--- src/rtl/g2r_pkg.sv ---
`timescale 1ns / 1ps
`default_nettype none
// ----------------------------------------------------------------------------
// g2r_pkg
// Shared types and constants for the 2bpp glyph row repacker.
// ----------------------------------------------------------------------------
package g2r_pkg;

   // Result queue geometry
   localparam int QUEUE_DEPTH = 4;
   localparam int QUEUE_PTR_W = $clog2(QUEUE_DEPTH);
   localparam int QUEUE_CNT_W = $clog2(QUEUE_DEPTH + 1);

   // Source item: one row-aligned byte plus glyph dimensions
   typedef struct packed {
      logic [7:0] src_byte;
      logic [7:0] glyph_width;
      logic [7:0] glyph_height;
   } req_item_type;

   // Result item: one packed byte
   typedef struct packed {
      logic [7:0] packed_byte;
      logic       glyph_done;
   } rsp_item_type;

   // Up to two results per source byte, oldest in first
   typedef struct packed {
      logic [1:0]   count;
      rsp_item_type first;
      rsp_item_type second;
   } g2r_push_type;

endpackage : g2r_pkg
`default_nettype wire

--- src/rtl/glyph_2bpp_row_repacker.sv ---
`timescale 1ns / 1ps
`default_nettype none
// ----------------------------------------------------------------------------
// glyph_2bpp_row_repacker
// Strips row padding from a 2bpp glyph bitmap and packs pixels back to back.
// ----------------------------------------------------------------------------
// Usage:
//   req_* carries one source byte per transaction together with the glyph
//   width and height; the dimensions count only on the first byte of a
//   glyph. A first byte with zero width or height is dropped.
//   rsp_* carries one packed byte per transaction; glyph_done marks the
//   last packed byte of a glyph. A source byte yields zero, one or two
//   packed bytes.
//   A packed byte passes through the input register, then the pack step
//   into the result queue, and is offered from the head of the queue.
//   Throughput: one source byte per cycle while each byte yields at most one
//   result and the receiver does not stall; the single-transaction result
//   port sets the limit.
//   Reset clears the glyph state, the input register and the result queue.
//   When the receiver stalls, results collect in a four-entry queue; the
//   input register holds once fewer than two queue slots remain, and
//   req_stall rises while it holds.
// ----------------------------------------------------------------------------
module glyph_2bpp_row_repacker
   import g2r_pkg::*;
(
   input  wire logic         clock,
   input  wire logic         reset,
   input  wire logic         req_valid,
   output logic              req_stall,
   input  wire req_item_type req_data,
   output logic              rsp_valid,
   input  wire logic         rsp_stall,
   output rsp_item_type      rsp_data
);

   logic         in_valid_ff, in_valid_in;
   req_item_type in_item_ff;
   logic         room_two;
   logic         process;
   logic         req_take;
   g2r_push_type push;

   // Process the held transaction when the queue has room for two results
   assign process   = in_valid_ff && room_two;
   assign req_stall = in_valid_ff && !room_two;
   assign req_take  = req_valid && !req_stall;
   assign in_valid_in = req_take || (in_valid_ff && !process);

   // Input register
   always_ff @(posedge clock) begin
      if (reset) begin
         in_valid_ff <= 1'b0;
      end else begin
         in_valid_ff <= in_valid_in;
      end
   end

   always_ff @(posedge clock) begin
      if (req_take) begin
         in_item_ff <= req_data;
      end
   end

   g2r_pack u_pack (
      .clock      (clock),
      .reset      (reset),
      .item_valid (process),
      .item       (in_item_ff),
      .push       (push)
   );

   g2r_queue u_queue (
      .clock     (clock),
      .reset     (reset),
      .push      (push),
      .room_two  (room_two),
      .rsp_valid (rsp_valid),
      .rsp_stall (rsp_stall),
      .rsp_data  (rsp_data)
   );

endmodule : glyph_2bpp_row_repacker
`default_nettype wire

--- src/rtl/g2r_pack.sv ---
`timescale 1ns / 1ps
`default_nettype none
// ----------------------------------------------------------------------------
// g2r_pack
// Per-byte repacking step: trims row padding, merges the kept pixels into
// the pending pixels and produces up to two packed bytes.
// ----------------------------------------------------------------------------
module g2r_pack
   import g2r_pkg::*;
(
   input  wire logic         clock,
   input  wire logic         reset,
   input  wire logic         item_valid,
   input  wire req_item_type item,
   output g2r_push_type      push
);

   logic [5:0] pixel_accum_ff,  pixel_accum_in;
   logic [1:0] accum_pixels_ff, accum_pixels_in;
   logic [5:0] byte_in_row_ff,  byte_in_row_in;
   logic [7:0] row_count_ff,    row_count_in;
   logic       in_glyph_ff,     in_glyph_in;
   logic [7:0] held_width_ff,   held_width_in;
   logic [7:0] held_height_ff,  held_height_in;

   logic        first;
   logic [7:0]  width_cur;
   logic [7:0]  height_cur;
   logic        zero_dim;
   logic [5:0]  accum_cur;
   logic [1:0]  np_cur;
   logic [5:0]  bir_cur;
   logic [7:0]  row_cur;
   logic [8:0]  stride_wide;
   logic [6:0]  stride;
   logic        row_end;
   logic [2:0]  take;
   logic [2:0]  total;
   logic [13:0] combo;
   logic        glyph_end;
   logic        full;
   logic [1:0]  spare;
   logic [13:0] full_shift;
   logic [5:0]  keep_mask;
   logic [5:0]  acc_next;
   logic [1:0]  np_next;
   logic [7:0]  partial_byte;
   logic        has_partial;
   rsp_item_type full_item;
   rsp_item_type part_item;

   // Merge the source pixels with the pending ones
   always_comb begin
      first      = !in_glyph_ff;
      width_cur  = first ? item.glyph_width  : held_width_ff;
      height_cur = first ? item.glyph_height : held_height_ff;
      zero_dim   = (width_cur == 8'd0) || (height_cur == 8'd0);
      accum_cur  = first ? 6'd0 : pixel_accum_ff;
      np_cur     = first ? 2'd0 : accum_pixels_ff;
      bir_cur    = first ? 6'd0 : byte_in_row_ff;
      row_cur    = first ? 8'd0 : row_count_ff;

      stride_wide = ({1'b0, width_cur} + 9'd3) >> 2;
      stride      = stride_wide[6:0];
      row_end     = ({1'b0, bir_cur} + 7'd1) >= stride;
      take        = row_end ? ({1'b0, width_cur[1:0] - 2'd1} + 3'd1) : 3'd4;
      total       = {1'b0, np_cur} + take;
      combo       = ({8'd0, accum_cur} << {take, 1'b0})
                  | ({6'd0, item.src_byte} >> (4'd8 - {take, 1'b0}));
      glyph_end   = row_end && (({1'b0, row_cur} + 9'd1) >= {1'b0, height_cur});

      // Emit a full byte when four or more pixels are on hand
      full       = total[2];
      spare      = total[1:0];
      full_shift = combo >> {spare, 1'b0};
      keep_mask  = ~(6'h3F << {spare, 1'b0});
      if (full) begin
         acc_next = combo[5:0] & keep_mask;
         np_next  = spare;
      end else begin
         acc_next = combo[5:0];
         np_next  = total[1:0];
      end

      // Flush leftover pixels at glyph end, zero padded in the low bits
      partial_byte = ({2'd0, acc_next} << (4'd8 - {np_next, 1'b0}));
      has_partial  = glyph_end && (np_next != 2'd0);

      full_item.packed_byte = full_shift[7:0];
      full_item.glyph_done  = glyph_end && (spare == 2'd0);
      part_item.packed_byte = partial_byte;
      part_item.glyph_done  = 1'b1;
   end

   // Order results: full byte first, partial byte after
   always_comb begin
      push.count  = 2'd0;
      push.first  = full_item;
      push.second = part_item;
      if (item_valid && !(first && zero_dim)) begin
         if (full && has_partial) begin
            push.count = 2'd2;
         end else if (full) begin
            push.count = 2'd1;
         end else if (has_partial) begin
            push.count = 2'd1;
            push.first = part_item;
         end
      end
   end

   // Next state
   always_comb begin
      pixel_accum_in  = pixel_accum_ff;
      accum_pixels_in = accum_pixels_ff;
      byte_in_row_in  = byte_in_row_ff;
      row_count_in    = row_count_ff;
      in_glyph_in     = in_glyph_ff;
      held_width_in   = held_width_ff;
      held_height_in  = held_height_ff;
      if (item_valid) begin
         if (first) begin
            held_width_in  = item.glyph_width;
            held_height_in = item.glyph_height;
         end
         if (!(first && zero_dim)) begin
            if (glyph_end) begin
               pixel_accum_in  = 6'd0;
               accum_pixels_in = 2'd0;
               byte_in_row_in  = 6'd0;
               row_count_in    = 8'd0;
               in_glyph_in     = 1'b0;
            end else begin
               pixel_accum_in  = acc_next;
               accum_pixels_in = np_next;
               in_glyph_in     = 1'b1;
               if (row_end) begin
                  byte_in_row_in = 6'd0;
                  row_count_in   = row_cur + 8'd1;
               end else begin
                  byte_in_row_in = bir_cur + 6'd1;
                  row_count_in   = row_cur;
               end
            end
         end
      end
   end

   // Hold state between bytes
   always_ff @(posedge clock) begin
      if (reset) begin
         pixel_accum_ff  <= 6'd0;
         accum_pixels_ff <= 2'd0;
         byte_in_row_ff  <= 6'd0;
         row_count_ff    <= 8'd0;
         in_glyph_ff     <= 1'b0;
         held_width_ff   <= 8'd0;
         held_height_ff  <= 8'd0;
      end else begin
         pixel_accum_ff  <= pixel_accum_in;
         accum_pixels_ff <= accum_pixels_in;
         byte_in_row_ff  <= byte_in_row_in;
         row_count_ff    <= row_count_in;
         in_glyph_ff     <= in_glyph_in;
         held_width_ff   <= held_width_in;
         held_height_ff  <= held_height_in;
      end
   end

endmodule : g2r_pack
`default_nettype wire

--- src/rtl/g2r_queue.sv ---
`timescale 1ns / 1ps
`default_nettype none
// ----------------------------------------------------------------------------
// g2r_queue
// Small result queue: takes up to two results a cycle, hands out one
// transaction a cycle on the result channel while the receiver does not stall.
// ----------------------------------------------------------------------------
module g2r_queue
   import g2r_pkg::*;
(
   input  wire logic         clock,
   input  wire logic         reset,
   input  wire g2r_push_type push,
   output logic              room_two,
   output logic              rsp_valid,
   input  wire logic         rsp_stall,
   output rsp_item_type      rsp_data
);

   rsp_item_type entries_ff [QUEUE_DEPTH];
   logic [QUEUE_PTR_W-1:0] wr_ptr_ff, wr_ptr_in;
   logic [QUEUE_PTR_W-1:0] rd_ptr_ff, rd_ptr_in;
   logic [QUEUE_CNT_W-1:0] count_ff,  count_in;
   logic                   pop;
   logic [QUEUE_CNT_W-1:0] after_pop;
   logic [QUEUE_PTR_W-1:0] wr_next_slot;

   // Drive the result channel from the head entry
   assign rsp_valid = (count_ff != '0);
   assign rsp_data  = entries_ff[rd_ptr_ff];
   assign pop       = rsp_valid && !rsp_stall;

   // Space check counts the entry leaving this cycle
   assign after_pop = count_ff - QUEUE_CNT_W'(pop);
   assign room_two  = after_pop <= QUEUE_CNT_W'(QUEUE_DEPTH - 2);

   assign wr_next_slot = wr_ptr_ff + QUEUE_PTR_W'(1);
   assign wr_ptr_in    = wr_ptr_ff + QUEUE_PTR_W'(push.count);
   assign rd_ptr_in    = rd_ptr_ff + QUEUE_PTR_W'(pop);
   assign count_in     = after_pop + QUEUE_CNT_W'(push.count);

   // Advance pointers
   always_ff @(posedge clock) begin
      if (reset) begin
         wr_ptr_ff <= '0;
         rd_ptr_ff <= '0;
         count_ff  <= '0;
      end else begin
         wr_ptr_ff <= wr_ptr_in;
         rd_ptr_ff <= rd_ptr_in;
         count_ff  <= count_in;
      end
   end

   // Store results
   always_ff @(posedge clock) begin
      if (push.count != 2'd0) begin
         entries_ff[wr_ptr_ff] <= push.first;
      end
      if (push.count == 2'd2) begin
         entries_ff[wr_next_slot] <= push.second;
      end
   end

endmodule : g2r_queue
`default_nettype wire
--- config.mk ---
export PLATFORM = sky130hd
export DESIGN_NAME = glyph_2bpp_row_repacker
export DESIGN_NICKNAME = d
export VERILOG_FILES = /design/src/rtl/g2r_pkg.sv /design/src/rtl/glyph_2bpp_row_repacker.sv /design/src/rtl/g2r_pack.sv /design/src/rtl/g2r_queue.sv
export SDC_FILE = /design/constraint.sdc
export NUM_CORES = 1
export LEC_CHECK = 0
export ABC_AREA = 0
export BUFFER_PORTS_ARGS = -buffer_cell sky130_fd_sc_hd__buf_2
export CORE_MARGIN = 2
export CORE_UTILIZATION = 45
export CTS_CLUSTER_SIZE = 40
export DETAILED_ROUTE_END_ITERATION = 12
export MAX_ROUTING_LAYER = met4
export SLEW_MARGIN = 20
export SYNTH_ARGS = -nofsm -noshare
export SYNTH_HDL_FRONTEND = slang
export SYNTH_SLANG_ARGS = --single-unit
--- constraint.sdc ---
create_clock -name clock -period 8.95 [get_ports clock]
set_input_delay 1.79 -clock clock [delete_from_list [all_inputs] [get_ports clock]]
set_output_delay 1.79 -clock clock [all_outputs]
set_load 0.005 [all_outputs]
-- Word level (Yosys, flattened, before mapping)
Memories as Yosys holds them, arrays and structs flattened. A register that Yosys moved wholly into a read port is not among the register bits.
Index checks and enable logic that the tools add are counted.
- register bits: 71
- RAM bits: 36
- word-level logic and storage cells: 95
- input bits: 28
- output and inout port bits: 11
- memories: 1
- mux-type cells: 26
- add/subtract/negate cells: 15
- reduce and logical (&&, ||, !) cells: 26
- bitwise logic cells: 4
- shift operators: 5
- magnitude comparators: 3
- equality and inequality tests: 1
- memory list (memory ; words ; width ; read ports ; clocked after memory_dff ; write ports ; line ; RTL):
    u_queue.entries_ff ; 4 ; 9 ; 1 ; 1 ; 2 ; g2r_queue.sv:20 ; rsp_item_type entries_ff [QUEUE_DEPTH];
- operators by type and width (kind ; number):
    2-to-1 mux 8 bit ; 5
    2-to-1 mux 6 bit ; 6
    2-to-1 mux 9 bit ; 2
    zero test 8 bit ; 2
    bitwise OR 14 bit ; 1
    << shifter 6 x 4 -> 14 bit ; 1
    >> shifter 14 x 3 -> 8 bit ; 1
    >> shifter 8 x 4 -> 14 bit ; 1
    logical AND 1 bit ; 11
    2-to-1 mux 11 bit ; 1
    2-to-1 mux 10 bit ; 1
    2-to-1 mux 2 bit ; 5
    adder 8 x 1 -> 9 bit (second input constant) ; 1
    adder 8 x 2 -> 9 bit (second input constant) ; 1
    greater-or-equal comparator 9 x 8 -> 1 bit ; 1
    adder 8 x 1 -> 8 bit (second input constant) ; 1
    << shifter 6 x 4 -> 8 bit ; 1
    adder 6 x 1 -> 7 bit (second input constant) ; 1
    greater-or-equal comparator 7 bit ; 1
    adder 6 x 1 -> 6 bit (second input constant) ; 1
    bitwise AND 6 bit ; 1
    zero test 1 bit ; 6
    inverter 6 bit ; 1
    << shifter 6 x 3 -> 6 bit (first input constant) ; 1
    other kinds (20) ; 26

-- Logic depth before layout (Yosys ltp)
Gate-level depths: netlist of the first run.
- depth in word-level cells: 17
- mapped depth: 30
- depth with buffers taken out: 23

-- Modules after synthesis
From an unflattened synthesis of the first run, not the netlist that was laid out.
- cell total of the unflattened synthesis: 695
- area total of the unflattened synthesis: 6867.8 um^2
- modules (own cells, without submodules) (module ; times used ; sequential area each (um^2) ; area an instance (um^2) ; cells each):
    g2r_pack ; 1 ; 780.7 ; 3868.7 ; 532
    g2r_queue ; 1 ; 1221.2 ; 2222.1 ; 134
    glyph_2bpp_row_repacker ; 1 ; 740.7 ; 777.0 ; 29

-- Worst setup path after synthesis of the first run
OpenSTA, ideal clock, no wires.
- path kind: flip-flop to flip-flop
- start point: register u_pack.in_glyph_ff
- end point: memory u_queue.entries_ff[1][3] in the netlist's numbering (data pin)
- path buffers: 9
- path slack: 1977 ps
- arrival time: 6816 ps
- cell stages (with the launch flop): 26
- setup time: 157 ps
- period minus slack after synthesis: 6973 ps
- required time: 8793 ps
- cells stage by stage: dfxtp_1 buf_6 buf_2 buf_2 buf_1 buf_2 buf_1 mux2i_1 xnor2_1 ha_1 nand2b_1 a211o_1 a211oi_4 buf_2 clkbuf_1 or3_1 fa_1 ha_1 clkbuf_1 nor2_1 ha_1 inv_1 nor2_1 nor4_1 o21ai_0 o22ai_1
- RTL lines (what ; line ; RTL):
    start, declared ; g2r_pack.sv:22 ; logic in_glyph_ff, in_glyph_in;
    start signal, assigned ; g2r_pack.sv:164 ; in_glyph_ff <= in_glyph_in;
    end, declared ; g2r_queue.sv:20 ;

==> flow_summary.toml, run 1 <==
[sta]
final.min_clock_period_ns = 7.38
worstMarginPinSlew_ns = 0.930
setup_viol = 0
rsz0062_at_grt = "no"
setup_slack_ns = 1.57
relSlewSlack_pct = 37.8
hold_slack_ns = 0.488
finalClockSkew_ns = 0.00777
fin_crit_sh_pct = 82.5
fmax_mhz = 135
drv_slew = 0
setup_tns_ns = 0
hold_viol = 0

[synthesis]
synth-seq-cells = 107
synth-async-reset-ratio_pct = 0
synth_ff_type = "edfxtp_1"
synth_area_leader_cell = "edfxtp_1"
synth_area_leaders = "edfxtp_1 (25%), dfxtp_1 (15%), ha_1 (4.6%)"
syn_area_per_cell_sq_um = 9.42
synth_enable_flop_cells = 56
yosysSeqAreaShare_pct = 40.1
syn_area_sq_um = 6740
synth_cell_types = 77
yosysWarnings = 0
synth_nets = 770
synthCells = 715
synth_top_cell_area_share_pct = 25.0

[cts]
clkSlewWorstSetupHoldPaths_ns = 0.08
cts_resized = 0
hold_buffers = 0
cts_buffers = 9
cts_tree = "yes"
cts_setup_buffers = 0
htreeDepth = 3
clkLatencyLatePin_ns = 0.36
clock_path_buffers = 2
numClockSinks = 107
clockRootBuffer = "clkbuf_16"

[place]
post-place-cells = 901
gp_congestion = 0.973
dp_hpwl_mm = 12.9
place_area_sq_um = 7030
dp_slack_ns = 1.64
portBuffers = 38

[layout]
nFillCells = 1362
fin_cells = 917
nets = 783
diodes = 0
layout-drive-gt1-share_pct = 13.6
area_growth_pct = 8.47
final_util_pct = 50.1
fin_area_sq_um = 7310

[worst_setup_path]
max_stage_delay_ns = 0.94
cp_max_fo = 19
arrival_ns = 7.57
worst_setup_path_end_kind = "flop"
crit_type = "reg2reg"
crit_path_cell_trace = "nor3b_4 -> or2_2 -> a21oi_1 -> and2_0 -> a21oi_1 -> o21ai_0 -> o21ai_0 -> ha_1 -> and4_1 -> o21a_1 -> a211o_1 -> nand2_1 -> fa_1 -> ha_1 -> nor2_1 -> ha_1 -> or4_4 -> or3_1 -> nor2_1 -> o31ai_1 -> o211ai_1"
slowest_stage = "fa_1"
startpoint_type = "flop"
required_ns = 9.14
cpMostUsedCell = "ha_1"

[route]
via_count = 5488
ant_nets = 0
drt-initial-drc-count = 406
avgViaCountPerCell = 5.98
drt_wl_total_mm = 17.4
dr.pass1.iters = 5
drcViolationCount = 0
post_drt_wl_per_cell_um = 19.0

[pwr]
p_leak_nw = 2.59
power_mw = 1.65
power_density_nw_per_um2 = 226
ir_drop_uv = 148

[floorplanning]
fp.dieW_um = 126
core_area_sq_um = 14600
die_h_um = 126
start_util_pct = 46.2
fp.dieArea_sq_um = 16000
io_pins = 39
num_rows = 44

[outcome]
status = "completed"

[global_routing]
antenna_found_initial = 0
grt_util_all_layers_pct = 22.7
grt_max_degree = 49
grt_pass1_vias = 5347
grt_pass1_wl_mm = 28.3
overflow = 0

[flow_run]
cap_violations = 0

[hold_path]
hold_path_class = "reg2reg"
## where the power goes
group          switching (mW)  leakage, nW  internal (mW)  total, mW
Sequential             0.0864        0.951          0.596      0.682
Combinational           0.350         1.50          0.241      0.590
Clock                   0.189        0.142          0.191      0.380
## cells in the mapped netlist (all sizes together), types with 9 or more instances
library cell,number
edfxtp,56
a21oi,35
and2,10
nand3,29
mux2i,25
inv,18
mux2,11
a211oi,14
o211ai,9
nand3b,10
nand2b,9
o22ai,19
o21ai,42
nor2,83
nand2,57
dfxtp,51
mux4,11
xnor2,18
buf,16
nor3,16
clkbuf,26
nor2b,9
ha,25
## registers in the layout, indices dropped and copies added (netlist names)
signal	cells
in_valid_ff	1
u_pack.row_count_ff	8
in_item_ff	24
u_pack.byte_in_row_ff	6
u_queue.entries_ff	36
u_pack.accum_pixels_ff	2
u_queue.rd_ptr_ff	2
u_pack.pixel_accum_ff	6
u_pack.held_width_ff	8
u_pack.held_height_ff	8
u_queue.wr_ptr_ff	2
u_pack.in_glyph_ff	1
u_queue.count_ff	3
## cell usage in the layout (no fill, tap or decap), drive strengths merged, types with 10 or more instances in the layout
master and count:
inv 21, nand3b 10, nor3 16, and2 10, o22ai 19, dfxtp 51, a21oi 35, mux2 11
ha 25, nand3 29, xnor2 18, nand2 57, mux4 11, a211oi 14, o21ai 42, nor2 83
buf 44, edfxtp 56, mux2i 25
## final cells by class
type                       count  area (sq um)  share of cell area (%)
clock buffer                   9           225                    3.08
clock inverter                 7          51.3                   0.702
inverter                      19          71.3                   0.976
multi-input combinational    547          3790                    51.9
sequential                   107          2700                    37.0
tap                          184           230                    3.15
timing repair buffer          44           235                    3.22
## path summary, 6_finish.rpt
kind / start / endpoint / slack, ns / cells after the start
worst max register to register: u_pack.held_width_ff[0] / u_queue.entries_ff[1][5] / 1.57 / 21
worst min register to register: u_pack.byte_in_row_ff[1] / u_pack.byte_in_row_ff[1] / 0.49 / 2
worst min-delay path: u_pack.byte_in_row_ff[1] / u_pack.byte_in_row_ff[1] / 0.49 / 2
worst max-delay path: u_pack.held_width_ff[0] / u_queue.entries_ff[1][5] / 1.57 / 21
## cells by family (layout without fill, tap and decap cells)
kind of cell             count (synthesis)  in the layout  synth area share, %
AND/OR/NAND/NOR                        263            263                 19.4
AO/OA/AOI/OAI                          184            184                 18.9
flip-flops                             107            107                 40.1
buffers and inverters                   61             79                 3.73
multiplexers                            47             47                 9.23
adder cells (fa/ha/maj)                 27             27                 5.24
XOR/XNOR                                26             26                 3.38
## critical path: cells and delay by family (launching register included)
family / cells / cell delay, ns
AO/OA/AOI/OAI: 8 / 1.68
adder cells (fa/ha/maj): 4 / 2.05
flip-flops: 1 / 0.80
AND/OR/NAND/NOR: 9 / 2.66
## per-layer routing
| layer | global-route usage (%) | vias up | wire length, um |
|---|---|---|---|
| met5 | - | - | 0 |
| met4 | 6.98 | 0 | 286 |
| met3 | 2.95 | 24 | 492 |
| met2 | 38.3 | 142 | 8680 |
| met1 | 28.6 | 2621 | 7940 |
| li1 | - | 2701 | - |
(Power assumes the default switching activity.)
==> inputs of run 2 (changes only) <==
clock period = 7.03 ns   (was 8.95 ns; I/O delays follow)
==> run 2 against run 1 <==
Sequential power grew 23%. Largest power group unchanged. Clock skew rose by 0.0025 ns. Utilization grew 0.57 points. Total power up 30%. Highest routed layer unchanged. First-iteration DRC count fell by 0.49%.
==> flow_summary.toml, run 2 (same netlist as run 1, synthesis figures left out) <==
[outcome]
status = "completed"

[layout]
seqCellArea_sq_um = 2700
top_register = "u_queue.entries_ff"
diodes = 0
nFillCells = 1351
largest_register_ffs = 36
multiInputGateArea_sq_um = 3790
area_growth_pct = 9.70
reg.largest.list = "u_queue.entries_ff x36, in_item_ff x24"
final_common_cell = "nor2_1"
nets = 792
layout-drive-gt1-share_pct = 14.4
mostFrequentLayoutCells = "nor2_1 (81), nand2_1 (57), edfxtp_1 (56)"

[worst_setup_path]
startpoint_type = "flop"
arrival_ns = 6.42
crit_type = "reg2reg"
worst_setup_path_end_kind = "flop"
cp_max_fo = 11
required_ns = 7.22

[global_routing]
grt_pass1_wl_mm = 28.5
antenna_found_initial = 0
overflow = 0
grt_util_all_layers_pct = 23.0
grt_pass1_vias = 5420
grt_max_degree = 49

[route]
drt_wl_total_mm = 17.4
via_count = 5609
dr.pass1.iters = 5
avgViaCountPerCell = 6.06
drcViolationCount = 0
drt-initial-drc-count = 404
post_drt_wl_per_cell_um = 18.8
ant_nets = 0

[cts]
cts_resized = 0
clkLatencyLatePin_ns = 0.36
clockRootBuffer = "clkbuf_16"
clock_path_buffers = 2
numClockSinks = 107
htreeDepth = 3
cts_setup_buffers = 0
cts_buffers = 9
clkSlewWorstSetupHoldPaths_ns = 0.07
hold_buffers = 0
cts_tree = "yes"

[place]
gp_congestion = 0.956
portBuffers = 38
dp_slack_ns = 0.879
dp_hpwl_mm = 13.0

[pwr]
switchingPower_uw = 788
combPwrFrac_pct = 37.4
ir_drop_uv = 135
p_int_mw = 1.35
clkPwrFrac_pct = 23.4
switching_share_pct = 36.8
p_leak_nw = 2.64
p_seq_share_pct = 39.2
power_density_nw_per_um2 = 290

[sta]
hold_viol = 0
relSlewSlack_pct = 35.4
final.min_clock_period_ns = 6.23
fmax_mhz = 160
finalClockSkew_ns = 0.0103
drv_slew = 0
fin_crit_sh_pct = 88.7
setup_slack_ns = 0.797
rsz0062_at_grt = "no"
worstMarginPinSlew_ns = 0.957
setup_tns_ns = 0
setup_viol = 0

[floorplanning]
io_pins = 39
core_area_sq_um = 14600
start_util_pct = 46.2
fp.dieW_um = 126
die_h_um = 126
fp.dieArea_sq_um = 16000
num_rows = 44

[hold_path]
hold_path_class = "reg2reg"

[flow_run]
cap_violations = 0
[run 2: power by group through the flow]
stage | sequential (mW) | combinational [mW] | clock (mW)
floorplan | 0.807 | 0.613 | 0
global placement | 0.852 | 0.787 | 0
detailed placement | 0.855 | 0.798 | 0
CTS | 0.842 | 0.803 | 0.516
global route | 0.855 | 0.889 | 0.544
finish | 0.840 | 0.801 | 0.501
[run 2: final timing paths]
kind,slack [ns],depth (start not counted),start,to
max,0.80,20,in_item_ff[9],u_queue.entries_ff[1][3]
min,0.49,2,u_queue.entries_ff[0][0],u_queue.entries_ff[0][0]
max reg2reg,0.80,20,in_item_ff[9],u_queue.entries_ff[1][3]
min reg2reg,0.49,2,u_queue.entries_ff[0][0],u_queue.entries_ff[0][0]
[run 2: final cells by class]
type / count / area share, %
Multi-Input combinational cell: 547 / 51.3
Sequential cell: 107 / 36.6
Timing Repair Buffer: 53 / 4.10
Clock buffer: 13 / 3.67
Inverter: 19 / 0.965
Clock inverter: 3 / 0.271
Tap cell: 184 / 3.12
[run 2: per-layer routing]
| metal | track usage, % | vias up | wire [um] |
|---|---|---|---|
| met4 | 8.99 | 0 | 430 |
| li1 | - | 2727 | - |
| met3 | 3.16 | 35 | 662 |
| met5 | - | - | 0 |
| met1 | 28.3 | 2679 | 7530 |
| met2 | 38.3 | 168 | 8770 |
[run 2: stage by stage]
| step | hold WS [ns] | power, mW | cells | util, % | instance area [sq um] |
|---|---|---|---|---|---|
| floorplan | 0.448 | 1.42 | 715 | - | 6740 |
| global placement | 0.469 | 1.64 | 910 | 48.6 | 7100 |
| detailed placement | 0.476 | 1.65 | 910 | 48.6 | 7100 |
| CTS | 0.489 | 2.16 | 926 | 50.6 | 7390 |
| global route | 0.505 | 2.29 | 926 | 50.6 | 7390 |
| finish | 0.491 | 2.14 | 926 | 50.6 | 7390 |
[run 2: critical path, cell delays in order, from the launching register on]
cell and delay, ns:
edfxtp_1 0.54, nor3_4 0.10, or2_2 0.40, a21oi_1 0.33, and2_0 0.32, a21oi_1 0.10
o21ai_0 0.15, o21ai_0 0.11, ha_1 0.29, and4_1 0.21, o21a_1 0.23, a211oi_4 0.09
or3_1 0.37, fa_1 0.56, xnor2_1 0.28, inv_1 0.16, ha_1 0.26, or4_4 0.53
nor3_2 0.45, o21ai_0 0.33, o22ai_1 0.27
